File: config.mk
export PLATFORM = sky130hd
export DESIGN_NAME = status_led_sequencer_core
export DESIGN_NICKNAME = d
export VERILOG_FILES = /design/src/rtl/sls_pkg.sv /design/src/rtl/sls_cfg.sv /design/src/rtl/sls_engine.sv /design/src/rtl/status_led_sequencer_core.sv
export SDC_FILE = /design/constraint.sdc
export NUM_CORES = 1
export LEC_CHECK = 0
export BUFFER_PORTS_ARGS = -buffer_cell sky130_fd_sc_hd__buf_2
export CAP_MARGIN = 20
export CORE_ASPECT_RATIO = 1.1
export CORE_MARGIN = 4
export CORE_UTILIZATION = 48
export DETAILED_ROUTE_END_ITERATION = 8
export GPL_ROUTABILITY_DRIVEN = 0
export GPL_TIMING_DRIVEN = 0
export PLACE_DENSITY_LB_ADDON = 0.25
export SKIP_LAST_GASP = 1
export SYNTH_ARGS = -nofsm -noshare
export SYNTH_HDL_FRONTEND = slang
export SYNTH_HIERARCHICAL = 1
export SYNTH_SLANG_ARGS = --single-unit
File: constraint.sdc
create_clock -name clk_i -period 3 [get_ports clk_i]
set_input_delay 0.6 -clock clk_i [delete_from_list [all_inputs] [get_ports clk_i]]
set_output_delay 0.6 -clock clk_i [all_outputs]
set_load 0.01 [all_outputs]
File: src/rtl/sls_pkg.sv
// Types and constants of the status LED sequencer.
`default_nettype none

package sls_pkg;

  localparam int unsigned LIMIT_W = 10;
  localparam logic [LIMIT_W-1:0] LIMIT_RESET = 10'd60;

  localparam int unsigned STEP_W = 4;
  localparam logic [STEP_W-1:0] START_LAST_STEP = 4'd14;

  // LED bit positions in the level vector
  localparam int unsigned LED_RUN  = 0;
  localparam int unsigned LED_BUS  = 1;
  localparam int unsigned LED_CELL = 2;
  localparam int unsigned LED_SAT  = 3;

  // Enable bit positions, also the led_select codes
  localparam logic [1:0] SEL_BUS  = 2'd0;
  localparam logic [1:0] SEL_CELL = 2'd1;
  localparam logic [1:0] SEL_SAT  = 2'd2;

  // Register word index on the APB port
  localparam logic REG_FAULT_LIMIT = 1'b0;

  typedef enum logic [1:0] {
    OP_TICK   = 2'd0,
    OP_SLEEP  = 2'd1,
    OP_WAKE   = 2'd2,
    OP_SET_EN = 2'd3
  } op_e;

  typedef struct packed {
    op_e        operation;
    logic       bus_busy;
    logic       cell_connected;
    logic       antenna_short;
    logic       position_fixed;
    logic [1:0] led_select;
    logic       enable_value;
  } sls_item_t;

  typedef struct packed {
    logic run_led;
    logic bus_led;
    logic cell_led;
    logic sat_led;
    logic slow_period;
  } sls_result_t;

endpackage

`default_nettype wire

File: src/rtl/sls_cfg.sv
// APB register block holding the antenna fault limit.
`default_nettype none

module sls_cfg import sls_pkg::*; (
  input  wire logic               clk_i,
  input  wire logic               rst_ni,
  input  wire logic               psel,
  input  wire logic               penable,
  input  wire logic               pwrite,
  input  wire logic [2:0]         paddr,
  input  wire logic [31:0]        pwdata,
  output logic [31:0]             prdata,
  output logic [LIMIT_W-1:0]      limit_o
);

  logic [LIMIT_W-1:0] limit_q;
  logic               wr_en;
  logic               hit;

  assign hit   = (paddr[2] == REG_FAULT_LIMIT);
  assign wr_en = psel & penable & pwrite & hit;

  // Limit register, written in the access phase
  always_ff @(posedge clk_i or negedge rst_ni) begin
    if (!rst_ni) begin
      limit_q <= LIMIT_RESET;
    end else if (wr_en) begin
      limit_q <= pwdata[LIMIT_W-1:0];
    end
  end

  // Read back
  always_comb begin
    prdata = '0;
    if (hit) begin
      prdata = {{(32-LIMIT_W){1'b0}}, limit_q};
    end
  end

  assign limit_o = limit_q;

endmodule

`default_nettype wire

File: src/rtl/sls_engine.sv
// Sequencer state and next-state logic: lamp test, run mode, sleep/wake, LED enables.
`default_nettype none

module sls_engine import sls_pkg::*; (
  input  wire logic               clk_i,
  input  wire logic               rst_ni,
  input  wire logic               step_en_i,
  input  wire sls_item_t          item_i,
  input  wire logic [LIMIT_W-1:0] limit_i,
  output sls_result_t             result_o
);

  logic              run_mode_q, run_mode_d;
  logic              asleep_q, asleep_d;
  logic [STEP_W-1:0] step_q, step_d;
  logic [LIMIT_W-1:0] cnt_q, cnt_d;
  logic [3:0]        lvl_q, lvl_d;
  logic [2:0]        en_q, en_d;

  logic [LIMIT_W-1:0] cnt_inc;
  logic               held;
  logic               sat_off;

  // Antenna fault counter saturates at the limit
  assign cnt_inc = (cnt_q < limit_i) ? cnt_q + 1'b1 : cnt_q;
  assign held    = item_i.antenna_short && (cnt_inc >= limit_i);
  assign sat_off = !en_q[SEL_SAT] || (!held && !item_i.position_fixed);

  // Next state for one item
  always_comb begin
    run_mode_d = run_mode_q;
    asleep_d   = asleep_q;
    step_d     = step_q;
    cnt_d      = cnt_q;
    lvl_d      = lvl_q;
    en_d       = en_q;
    unique case (item_i.operation)
      OP_TICK: begin
        if (!asleep_q && run_mode_q) begin
          cnt_d = item_i.antenna_short ? cnt_inc : '0;
          lvl_d[LED_RUN] = !lvl_q[LED_RUN];
          lvl_d[LED_BUS] = (en_q[SEL_BUS] && item_i.bus_busy) ? !lvl_q[LED_BUS] : 1'b0;
          lvl_d[LED_CELL] = (en_q[SEL_CELL] && item_i.cell_connected) ?
                            !lvl_q[LED_CELL] : 1'b0;
          if (sat_off) begin
            lvl_d[LED_SAT] = 1'b0;
          end else if (held) begin
            lvl_d[LED_SAT] = 1'b1;
          end else begin
            lvl_d[LED_SAT] = !lvl_q[LED_SAT];
          end
        end else if (!asleep_q) begin
          // Lamp test: one step per tick
          step_d = step_q + 1'b1;
          unique case (step_q)
            4'd0, 4'd9:   lvl_d = '0;
            4'd5, 4'd10:  lvl_d[LED_RUN] = 1'b1;
            4'd6, 4'd11:  lvl_d[LED_BUS] = 1'b1;
            4'd7, 4'd12:  lvl_d[LED_SAT] = 1'b1;
            4'd8, 4'd13:  lvl_d[LED_CELL] = 1'b1;
            START_LAST_STEP: begin
              lvl_d      = '0;
              step_d     = '0;
              run_mode_d = 1'b1;
            end
            default: ;
          endcase
        end
      end
      OP_SLEEP: begin
        asleep_d = 1'b1;
        lvl_d    = '0;
      end
      OP_WAKE: begin
        run_mode_d = 1'b0;
        asleep_d   = 1'b0;
        step_d     = '0;
        cnt_d      = '0;
        en_d       = '1;
      end
      OP_SET_EN: begin
        if (item_i.led_select <= SEL_SAT) begin
          en_d[item_i.led_select] = item_i.enable_value;
        end
      end
      default: ;
    endcase
  end

  // State registers
  always_ff @(posedge clk_i or negedge rst_ni) begin
    if (!rst_ni) begin
      run_mode_q <= 1'b0;
      asleep_q   <= 1'b0;
      step_q     <= '0;
      cnt_q      <= '0;
      lvl_q      <= '0;
      en_q       <= '1;
    end else if (step_en_i) begin
      run_mode_q <= run_mode_d;
      asleep_q   <= asleep_d;
      step_q     <= step_d;
      cnt_q      <= cnt_d;
      lvl_q      <= lvl_d;
      en_q       <= en_d;
    end
  end

  // Result of this item
  assign result_o.run_led     = lvl_d[LED_RUN];
  assign result_o.bus_led     = lvl_d[LED_BUS];
  assign result_o.cell_led    = lvl_d[LED_CELL];
  assign result_o.sat_led     = lvl_d[LED_SAT];
  assign result_o.slow_period = run_mode_d && !asleep_d;

endmodule

`default_nettype wire

File: src/rtl/status_led_sequencer_core.sv
// Top level of the status LED sequencer: item register, engine, APB config, result register.
`default_nettype none

// Status LED sequencer for run, bus, cellular and satellite LEDs. Each input
// item (tick, sleep, wake or set-enable) yields exactly one result item with
// the four LED levels and the tick period request. An item is captured in an
// input register, the sequencer state is updated by combinational next-state
// logic, and the result is held in an output register: tvalid on the result
// side rises when the item moves on from the input register into the result
// register, which waits while a held result has not been taken. A new item is
// taken every cycle while the result side keeps up (one item per cycle). The
// antenna fault limit is set through the APB port at byte address 0 and
// should only be written while idle.
module status_led_sequencer_core import sls_pkg::*; (
  input  wire logic        clk_i,
  input  wire logic        rst_ni,
  // Input items
  input  wire logic        s_axis_tvalid,
  output logic             s_axis_tready,
  // [0] bus_busy, [1] cell_connected, [2] antenna_short, [3] position_fixed,
  // [5:4] led_select, [6] enable_value, [7] zero
  input  wire logic [7:0]  s_axis_tdata,
  // [1:0] operation
  input  wire logic [1:0]  s_axis_tuser,
  // Result items
  output logic             m_axis_tvalid,
  input  wire logic        m_axis_tready,
  // [0] run_led, [1] bus_led, [2] cell_led, [3] sat_led, [4] slow_period,
  // [7:5] zero
  output logic [7:0]       m_axis_tdata,
  // Configuration
  input  wire logic        psel,
  input  wire logic        penable,
  input  wire logic        pwrite,
  input  wire logic [2:0]  paddr,
  input  wire logic [31:0] pwdata,
  output logic [31:0]      prdata,
  output logic             pready
);

  logic               in_vld_q;
  sls_item_t          item_q, item_in;
  logic               out_vld_q;
  sls_result_t        res_q, res_d;
  logic               adv;
  logic [LIMIT_W-1:0] limit;

  assign pready = 1'b1;

  // Unpack the incoming item
  assign item_in.operation      = op_e'(s_axis_tuser);
  assign item_in.bus_busy       = s_axis_tdata[0];
  assign item_in.cell_connected = s_axis_tdata[1];
  assign item_in.antenna_short  = s_axis_tdata[2];
  assign item_in.position_fixed = s_axis_tdata[3];
  assign item_in.led_select     = s_axis_tdata[5:4];
  assign item_in.enable_value   = s_axis_tdata[6];

  // Pipeline moves when the result register is free or being drained
  assign adv           = !out_vld_q || m_axis_tready;
  assign s_axis_tready = !in_vld_q || adv;

  // Input register
  always_ff @(posedge clk_i or negedge rst_ni) begin
    if (!rst_ni) begin
      in_vld_q <= 1'b0;
    end else if (s_axis_tready) begin
      in_vld_q <= s_axis_tvalid;
    end
  end

  always_ff @(posedge clk_i) begin
    if (s_axis_tready && s_axis_tvalid) begin
      item_q <= item_in;
    end
  end

  sls_cfg u_cfg (
    .clk_i   (clk_i),
    .rst_ni  (rst_ni),
    .psel    (psel),
    .penable (penable),
    .pwrite  (pwrite),
    .paddr   (paddr),
    .pwdata  (pwdata),
    .prdata  (prdata),
    .limit_o (limit)
  );

  sls_engine u_engine (
    .clk_i     (clk_i),
    .rst_ni    (rst_ni),
    .step_en_i (in_vld_q && adv),
    .item_i    (item_q),
    .limit_i   (limit),
    .result_o  (res_d)
  );

  // Result register
  always_ff @(posedge clk_i or negedge rst_ni) begin
    if (!rst_ni) begin
      out_vld_q <= 1'b0;
    end else if (adv) begin
      out_vld_q <= in_vld_q;
    end
  end

  always_ff @(posedge clk_i) begin
    if (in_vld_q && adv) begin
      res_q <= res_d;
    end
  end

  assign m_axis_tvalid = out_vld_q;
  assign m_axis_tdata  = {3'b000, res_q.slow_period, res_q.sat_led, res_q.cell_led,
                          res_q.bus_led, res_q.run_led};

endmodule

`default_nettype wire

Word-level counts from Yosys, hierarchy flattened. Index checks and enable logic that the tools add are counted.

Flip-flop bits (word level): 49.

Multiplexer cells: 30. Order comparisons: 5. Add/subtract/negate cells: 2. Bitwise logic cells: 4. Reduce and logical (&&, ||, !) cells: 35. Equal/unequal tests: 17.

Operators with widths (count): $mux W10 (4); $eq A4 B4 Y1 const B (7); $mux W4 (5); $pmux W10 S2 (1); $pmux W4 S2 (2); $eq A4 B3 Y1 const B (3); $pmux W1 S2 (6); $logic_not A1 Y1 (11); $add A10 B1 Y10 const B (1); $ge A10 B10 Y1 (1); $lt A10 B10 Y1 (1); $logic_and A1 B1 Y1 (9); $mux W1 (8); $reduce_or A2 Y1 (4); $pmux W3 S2 (1); $reduce_and A3 Y1 (2); $add A4 B1 Y4 const B (1); $eq A2 B2 Y1 const B (2); $logic_not A4 Y1 (1); $ne A2 B1 Y1 const B (2); $ne A2 B2 Y1 const B (2); $reduce_and A4 Y1 (1); $reduce_bool A2 Y1 (2); $and A1 B1 Y1 (3); 11 further kinds (13).

Logic depth before layout (Yosys ltp). Gate-level depths: netlist of run 1.

Depth in word-level cells: 10. Depth in mapped cells: 14. Depth with buffers taken out: 13.

Hierarchy. Netlist of run 1, hierarchy kept.

By module, submodules not included: sls_engine (cells each 264, seq. area each 579.3 um^2, times used 1, area an instance 2203.4 um^2); sls_cfg (cells each 56, seq. area each 255.2 um^2, times used 1, area an instance 675.6 um^2); status_led_sequencer_core (cells each 28, seq. area each 470.5 um^2, times used 1, area an instance 561.8 um^2).

Worst setup path before layout of run 1. No wires, ideal clock.

Path type: register to register. Start point: reg u_cfg.limit_q[4] (netlist: u_cfg/limit_o[4]). End point: reg res_q, in the netlist m_axis_tdata[3] (data pin). Library setup time: 0.264 ns. Required time: 2.736 ns. Stages on the path, launching flop included: 14. Arrival time: 2.853 ns. Setup slack: -0.117 ns. Cell sequence: dfstp_2 > inv_1 > ha_1 > a41oi_1 > o311ai_4 > buf_6 > nor2_1 > xor2_1 > ha_1 > a211o_1 > a21oi_1 > o21ai_0 > a211oi_1 > o21ai_0.

RTL lines: start: declaration (RTL line sls_cfg.sv:16) `logic [LIMIT_W-1:0] limit_q;`; start signal: assignment (RTL line sls_cfg.sv:28) `limit_q <= pwdata[LIMIT_W-1:0];`; end signal: assignment (RTL line status_led_sequencer_core.sv:110) `res_q <= res_d;`; end: declaration (RTL line status_led_sequencer_core.sv:44) `sls_result_t res_q, res_d;`.

==> results.cfg, run 1 <==
[status]
outcome = finished with violations
violations = negative setup slack

[logic_synthesis]
synth_seq_cells = 49
synth_largest_area_cell = dfrtp_1
synth_commonest_cells = 31 x nand2_1, 28 x dfrtp_1, 26 x buf_4, 24 x ha_1, 21 x inv_1
syn_avg_cell_area_um2 = 9.887
synth_top_area_share = 0.2036
synth.most_common_cell = nand2_1
synth_edf_count = 14
synth_compound_area_frac = 0.1622
postSynthCellCount = 348
ys_types = 71
ys.flop_type = dfrtp_1
synth_mux_area_frac = 0.05273
async_reset_ff_frac = 0.7143
synthXorXnorAreaFrac = 0.02545
seq_area_frac_synth = 0.3793
yosysWarningCount = 6
synth_area_um2 = 3441
synth_area_leaders = dfrtp_1 20%, edfxtp_1 12%, ha_1 8.7%, buf_4 5.7%, dfstp_2 5.3%
yosys.area_share.simple = 0.1887
yosys.area_share.adder = 0.08727
synth_top_family_by_area = simple AND/OR/NAND/NOR gates

[routing]
wl_met3_um = 453
drt-met1-wl_um = 3249
drt_first_iter_violations = 128
via_count = 2723
highest_layer = met4
met2_wirelength_um = 3619
ant_nets = 0
drt_pre_antenna_iters = 5
wl_um = 7405
wl_per_cell_um = 14.38
drc = 0
avgViaCountPerCell = 5.287

[critical_path]
reg2regPathDepth = 14
cp.depth = 14
cp_slowest_cell = dfstp_2
cp.required_ns = 3.05
critPathMaxFanout = 5
crit_chain = inv_2 > ha_4 > a21oi_2 > a211o_1 > o311ai_4 > buf_6 > nor2_2 > xor2_2 > ha_1 > a211o_1 > a21oi_2 > o21ai_2 > a211oi_2 > o21ai_1
cp_num_buf_inv = 2
cp-startpoint = u_cfg/limit_o[4]
critPathMaxStageDelay_ns = 0.56
path_delay_family = compound AO/OA/AOI/OAI gates
start_kind = flip-flop
critPathCaptureType = flip-flop
r2r-start = u_cfg/limit_o[4]
cp_data_arrival_time_ns = 3.20
worstSetupPathType = flip-flop to flip-flop

[cells_and_area]
syn_to_final_growth_pct = 19.78
stdcell_count = 515
n_antenna_cell = 0
drive_above_1_share = 0.3256
nets = 505

[sta]
finClkSkew_ns = 0.01550
slew_violations = 0
setup_slack_ns = -0.1484
final_hold_viol_count = 0
final.period_utilization = 1.049
tightest_slew_ns = 0.8333
finalSetupTns_ns = -0.1484
timing.fmax_ghz = 0.3176
relSlewSlack = 0.4445
rsz0062_at_grt = true
finalSetupViolations = 1
period_minus_slack_ns = 3.148

[pwr]
peakVddDrop_mv = 0.2955
p_leak_uw = 0.001923
power_uw = 2851
power.density_nw_per_um2 = 691.7

[place]
dp_slack_ns = -0.3653
io_buffers = 43
place_inst = 499
hpwl_um = 5575

[floorplanning]
ios = 95
core_region_area_um2 = 7007
rows = 32
start_util = 0.4911
die_area_um2 = 8589
die_w_um = 88.73
die_h_um = 96.80

[grt]
grt_overflow = 0
antenna_found_initial = 0
grt.total_usage = 0.1822
grt_first_pass_wirelength_um = 12650
grt_pass1_vias = 2703
grt_max_degree = 36

[clocking]
cts_tree = yes
insertion_delay_ns = 0.31
path_clk_slew_ns = 0.10
cts_buffers = 5
clock-sinks = 49
cts_max_level = 2
holdBufCountCts = 0
cts_root_buf = clkbuf_8
cts_max_path_buffers = 2

[min_path]
worstHoldPathType = input port to async pin

[flow_run]
cap_violations = 0
state kept, by name, indices dropped and copies added, names as in the netlist:
| register | flops |
|---|---|
| u_cfg/limit_o | 10 |
| m_axis_tdata | 5 |
| u_engine/step_q | 4 |
| item_q | 9 |
| u_engine/cnt_q | 10 |
| m_axis_tvalid | 1 |
| u_engine/lvl_q | 4 |
| u_engine/en_q | 3 |
| in_vld_q | 1 |
| u_engine/asleep_q | 1 |
| u_engine/run_mode_q | 1 |
stage by stage:
step	utilization	hold slack, ns	instance area, µm²
after floorplan	-	0.3044	3562
after global placement	0.5543	0.4825	3884
after detailed placement	0.5543	0.4842	3884
after CTS	0.5854	0.4093	4101
after global routing	0.5882	0.4395	4121
final	0.5882	0.3854	4121
final cells by class:
type	instances	area, µm²
Clock inverter	3	21.27
Sequential cell	49	1309
Clock buffer	5	68.82
Buffer	40	269.0
Multi-Input combinational cell	261	1996
Tap cell	85	106.4
Timing Repair Buffer	51	272.8
Inverter	21	78.83
Fill cell	604	2885
layer usage:
metal / vias to the layer above / track usage
met1: 1284 / 0.2440
met5: - / 0
li1: 1356 / -
met2: 75 / 0.3011
met4: 0 / 0.04070
met3: 8 / 0.03492
power breakdown:
part / leakage [µW] / switching (µW) / internal, µW
logic: 0.00135 / 731 / 675
clock network: 0.0000445 / 237 / 166
registers: 0.000529 / 173 / 869
cell families (layout without fill, tap and decap cells):
group	count (synthesis)	after routing
AND/OR/NAND/NOR	112	112
adder cells (fa/ha/maj)	24	24
flip-flops	49	49
buffers and inverters	61	120
XOR/XNOR	10	10
other	3	26
multiplexers	13	13
AO/OA/AOI/OAI	76	76
timing repair:
item / 4_1_cts / 5_1_grt
endpoints found under the setup margin: 2 / 2
pin swaps: 12 / 3
cloned: 1 / 0
buffers inserted: 5 / 2
resized for setup: 15 / 2
cell usage in the layout, fill, tap and decap left out, types with 10 or more instances in the layout:
| master | netlist | routed |
|---|---|---|
| mux2_4 | 10 | 10 |
| buf_4 | 26 | 33 |
| buf_2 | 4 | 48 |
| a21oi_1 | 15 | 13 |
| nand2_1 | 31 | 31 |
| inv_1 | 21 | 17 |
| conb_1 | 3 | 26 |
| nor2b_1 | 15 | 15 |
| o21ai_0 | 14 | 12 |
| edfxtp_1 | 14 | 14 |
| dfrtp_1 | 28 | 25 |
| ha_1 | 24 | 19 |
| nor2_1 | 16 | 14 |
worst paths after layout:
check,to,slack (ns)
worst max-delay path,m_axis_tdata[3],-0.15
worst min-delay path,u_engine/lvl_q[2],0.39
worst max register to register,m_axis_tdata[3],-0.15
worst min register to register,u_engine/en_q[2],0.51
max in group asynchronous,u_engine/cnt_q[7],2.04
min in group clk_i,item_q[1],0.46
No activity file was read; power rests on OpenSTA's default activity.
==> run 2: changes to the inputs <==
Settings changed: RECOVER_POWER from default to 25.
==> run 2 against run 1 <==
Against the previous run:
- non-clock buffer count unchanged
- largest cell class unchanged
- sequential cell count unchanged
- clock-buffer cell count unchanged
- routed wire length up 0.36%
- sequential power about the same
- the run ends with max-capacitance violations, max-slew violations, negative setup slack left
- first-iteration DRC count unchanged
- critical endpoint unchanged
- clock skew about the same
- maximum frequency about the same
- highest routed layer unchanged
==> results.cfg, run 2 (synthesis results as in run 1) <==
[pwr]
p_leak_uw = 0.001913
power.density_nw_per_um2 = 693.4
peakVddDrop_mv = 0.2950
switching_share = 0.4006
comb_power_share = 0.493
power_switching_uw = 1142
pwr-share-seq = 0.365
clkPwrFrac = 0.142
p_int_uw = 1709

[sta]
period_minus_slack_ns = 3.147
tightest_slew_ns = 1.996
final.period_utilization = 1.049
relSlewSlack = -0.3309
setup_slack_ns = -0.1467
timing.fmax_ghz = 0.3178
slew_violations = 36
final_hold_viol_count = 0
finalSetupViolations = 1
rsz0062_at_grt = true
finClkSkew_ns = 0.01570

[routing]
via_count = 2717
wl_um = 7432
avgViaCountPerCell = 5.276
drt_first_iter_violations = 128
ant_nets = 0
drt_pre_antenna_iters = 5
wl_per_cell_um = 14.43
drc = 0

[clocking]
path_clk_slew_ns = 0.10
cts_buffers = 5
cts_max_level = 2
insertion_delay_ns = 0.31
holdBufCountCts = 0
cts_tree = yes
cts_max_path_buffers = 2
cts_root_buf = clkbuf_8
clock-sinks = 49

[floorplanning]
ios = 95
core_region_area_um2 = 7007
die_area_um2 = 8589
die_w_um = 88.73
die_h_um = 96.80
rows = 32
start_util = 0.4911

[critical_path]
r2r-start = u_cfg/limit_o[4]
crit_chain = inv_2 > ha_4 > a21oi_2 > a211o_1 > o311ai_4 > buf_6 > nor2_2 > xor2_2 > ha_1 > a211o_1 > a21oi_2 > o21ai_2 > a211oi_2 > o21ai_1
critPathCaptureType = flip-flop
critPathMaxStageDelay_ns = 0.56
cp_slowest_cell = dfstp_2
reg2regPathDepth = 14
worstSetupPathType = flip-flop to flip-flop
r2r-end = m_axis_tdata[3]
cp.required_ns = 3.05
rrSetupSlack_ns = -0.15
start_kind = flip-flop
critPathMaxFanout = 5
cp_data_arrival_time_ns = 3.20

[grt]
antenna_found_initial = 0
grt_pass1_vias = 2703
grt_max_degree = 36
grt.total_usage = 0.1822
grt_overflow = 0
grt_first_pass_wirelength_um = 12650

[cells_and_area]
n_fill_cell = 605
n_antenna_cell = 0
syn_to_final_growth_pct = 19.49
nets = 505
drive_above_1_share = 0.3233
final_common_cell = buf_2
final_util = 0.5868
layout_common_cells = 47 x buf_2, 33 x buf_4, 31 x nand2_1, 26 x conb_1, 25 x dfrtp_1
stdcell_count = 515

[min_path]
worstHoldPathType = input port to flip-flop
min_path_cells = 1
whs_endpoint = item_q[1]
hp-start = s_axis_tdata[4]

[place]
io_buffers = 43
place_inst = 499
hpwl_um = 5575

[status]
violations = max-capacitance violations, max-slew violations, negative setup slack
outcome = finished with violations

[flow_run]
cap_violations = 1
==> run 2: cell types whose count changed in the layout (fill, tap and decap cells not counted), sizes merged <==
cell	before	now
clkbuf	12	13
buf	84	83
==> run 2: worst max path at each step <==
stage          slack, ns        startpoint  cells after the start         endpoint
2_1_floorplan      0.002  u_cfg/limit_o[4]                     14  m_axis_tdata[3]
5_1_grt            -0.23  u_cfg/limit_o[4]                     14  m_axis_tdata[3]
3_5_place_dp       -0.37  u_cfg/limit_o[5]                     13  m_axis_tdata[3]
6_report           -0.15  u_cfg/limit_o[4]                     14  m_axis_tdata[3]
4_1_cts            -0.14  u_cfg/limit_o[4]                     14  m_axis_tdata[3]
3_3_place_gp       -0.30  u_cfg/limit_o[5]                     13  m_axis_tdata[3]
==> run 2: what timing repair did <==
item / CTS / global route
pin swaps: 12 / 3
gates cloned: 1 / 0
gates resized for setup: 15 / 2
setup buffers: 5 / 2
endpoints found under the setup margin: 2 / 2
hold endpoints to repair: 0 / 0
==> run 2: metal layers <==
| metal | global-route usage | up-vias | wire (µm) |
|---|---|---|---|
| li1 | - | 1353 | - |
| met3 | 0.03492 | 8 | 395 |
| met2 | 0.3011 | 74 | 3621 |
| met5 | 0 | - | 0 |
| met1 | 0.2440 | 1282 | 3333 |
| met4 | 0.04070 | 0 | 82 |
==> run 2: final cells by class <==
class	count	area (µm²)	area share
timing repair buffer	51	271.5	0.06604
clock buffer	5	68.82	0.01674
clock inverter	3	21.27	0.005173
tap	85	106.4	0.02587
multi-input combinational	261	1987	0.4833
buffer	40	269.0	0.06543
sequential	49	1309	0.3183
inverter	21	78.83	0.01917
==> run 2: critical path, delay by kind of cell, from the launching register on <==
kind / cells / cell delay [ns]
flip-flops: 1 / 0.56
XOR/XNOR: 1 / 0.15
buffers and inverters: 2 / 0.23
AND/OR/NAND/NOR: 1 / 0.06
AO/OA/AOI/OAI: 8 / 1.31
adder cells (fa/ha/maj): 2 / 0.60
==> run 2: metrics by stage <==
stage	area, µm²	TNS, ns	hold WS (ns)	setup slack, ns	power, µW
6_report	4111	-0.1467	0.4588	-0.1467	2851
5_1_grt	4111	-0.3150	0.4414	-0.2343	3080
4_1_cts	4101	-0.1355	0.4093	-0.1355	2829
3_5_place_dp	3884	-0.4757	0.4842	-0.3653	2281
3_3_place_gp	3884	-0.3399	0.4825	-0.3015	2229
2_1_floorplan	3562	0	0.3044	0.002466	1981
==> run 2: power by group through the flow <==
stage          registers [µW]  logic [µW]  clock network [µW]
2_1_floorplan            1000         976                   0
3_3_place_gp             1030        1190                   0
3_5_place_dp             1040        1240                   0
4_1_cts                  1040        1380                 412
5_1_grt                  1070        1570                 439
6_report                 1040        1410                 404
==> run 3: changes to the inputs <==
Settings changed: REMOVE_ABC_BUFFERS from default to 1.
==> run 3 against run 2 <==
Against the previous run:
- the run still ends with max-capacitance violations, max-slew violations, negative setup slack left
- cell area fell by 6.4%
- total power fell by 1.5%
- register-to-register slack better by 0.02 ns
- maximum frequency up 0.76%
- clock-buffer cell count rose by 2
- critical path depth unchanged
==> results.cfg, run 3 (synthesis results as in run 1) <==
[status]
outcome = finished with violations
violations = max-capacitance violations, max-slew violations, negative setup slack

[critical_path]
r2r-end = m_axis_tdata[3]
critPathMaxFanout = 7
start_kind = flip-flop
worstSetupPathType = flip-flop to flip-flop
critPathCaptureType = flip-flop
r2r-start = u_cfg/limit_o[3]
cp-startpoint = u_cfg/limit_o[3]
rrSetupSlack_ns = -0.12
cp_data_arrival_time_ns = 3.19
reg2regPathDepth = 14
crit_path_end = m_axis_tdata[3]
cp.required_ns = 3.07

[floorplanning]
start_util = 0.4911
die_w_um = 88.73
core_region_area_um2 = 7007
die_area_um2 = 8589
rows = 32
ios = 95
die_h_um = 96.80

[pwr]
peakVddDrop_mv = 0.4112
power.density_nw_per_um2 = 729.1
p_leak_uw = 0.001739
power_uw = 2807

[grt]
grt.total_usage = 0.1777
grt_max_degree = 36
grt_first_pass_wirelength_um = 12360
antenna_found_initial = 0
grt_overflow = 0
grt_pass1_vias = 2541

[cells_and_area]
layout_common_cells = 42 x buf_2, 31 x nand2_1, 26 x conb_1, 25 x dfrtp_1
final_common_cell = buf_2
nets = 468
syn_to_final_growth_pct = 11.89
n_fill_cell = 640
n_antenna_cell = 0
drive_above_1_share = 0.2621

[sta]
final.period_utilization = 1.041
final_hold_viol_count = 0
tightest_slew_ns = 1.998
timing.fmax_ghz = 0.3202
finalSetupViolations = 2
setup_slack_ns = -0.1228
finalHoldWorstSlack_ns = 0.4580
finalSetupTns_ns = -0.1866
period_minus_slack_ns = 3.123
slew_violations = 36
relSlewSlack = -0.3323
rsz0062_at_grt = true
finClkSkew_ns = 0.004715

[routing]
via_count = 2602
drc = 0
wl_um = 7417
drt_first_iter_violations = 133
wl_per_cell_um = 15.52
drt_pre_antenna_iters = 4
avgViaCountPerCell = 5.444
ant_nets = 0

[clocking]
cts_tree = yes
insertion_delay_ns = 0.31
clock-sinks = 49
cts_max_path_buffers = 2
cts_root_buf = clkbuf_8
path_clk_slew_ns = 0.10
cts_buffers = 5
cts_max_level = 2

[flow_run]
cap_violations = 1

[place]
io_buffers = 43
hpwl_um = 5196
dp_slack_ns = -0.5990

[min_path]
worstHoldPathType = input port to flip-flop
## run 3: cell count changes in the layout (fill, tap and decap cells not counted), sizes merged
cell	before	now
buf	83	53
inv	22	21
clkinv	1	0
clkbuf	13	8
## run 3: power by group
group | switching [µW] | total (µW) | internal [µW]
logic | 645 | 1290 | 649
clock network | 234 | 400 | 166
registers | 245 | 1110 | 868
## run 3: cell type report
type | count | area (µm²) | share of cell area
Timing Repair Buffer | 54 | 296.5 | 0.07702
Clock buffer | 7 | 76.32 | 0.01982
Multi-Input combinational cell | 261 | 1976 | 0.5132
Clock inverter | 1 | 7.507 | 0.001950
Inverter | 21 | 78.83 | 0.02047
Tap cell | 85 | 106.4 | 0.02762
Sequential cell | 49 | 1309 | 0.3399
## run 3: routing by layer
metal	vias to the layer above	track usage	wire length, µm
met1	1246	0.2472	3353
met5	-	0	0
met4	0	0.03721	64
li1	1286	-	-
met2	63	0.2829	3628
met3	7	0.03748	370
## run 3: critical path, cell delays in order (launching register included)
cell	delay [ns]
dfstp_2	0.55
inv_1	0.08
ha_4	0.29
nand3_1	0.08
a211o_1	0.35
o311ai_4	0.14
buf_4	0.21
nor2_1	0.06
xor2_1	0.15
ha_1	0.31
o21a_1	0.13
a21oi_2	0.16
o21ai_2	0.10
a211oi_2	0.20
o21ai_1	0.08
## run 3: stage by stage
stage | util | instances | instance area [µm²]
after global placement | 0.5109 | 459 | 3580
after global routing | 0.5495 | 478 | 3850
after detailed placement | 0.5109 | 459 | 3580
after CTS | 0.5434 | 475 | 3807
after floorplan | - | 331 | 3258
final | 0.5495 | 478 | 3850
## run 3: repair_timing
action	CTS	global route
pin swaps	8	0
gates cloned	0	0
hold endpoints to repair	0	0
gates resized for setup	15	8
buffers inserted	8	3
hold buffers	0	0
endpoints found under the setup margin	2	2
## run 3: worst min path at each step
stage / cells after the start / slack, ns / start / endpoint
2_1_floorplan: 0 / 0.30 / rst_ni / in_vld_q
3_5_place_dp: 2 / 0.47 / u_engine/en_q[2] / u_engine/en_q[2]
3_3_place_gp: 2 / 0.47 / u_engine/en_q[2] / u_engine/en_q[2]
5_1_grt: 1 / 0.45 / s_axis_tdata[0] / item_q[6]
6_report: 1 / 0.46 / s_axis_tdata[1] / item_q[5]
4_1_cts: 1 / 0.42 / rst_ni / u_engine/lvl_q[1]
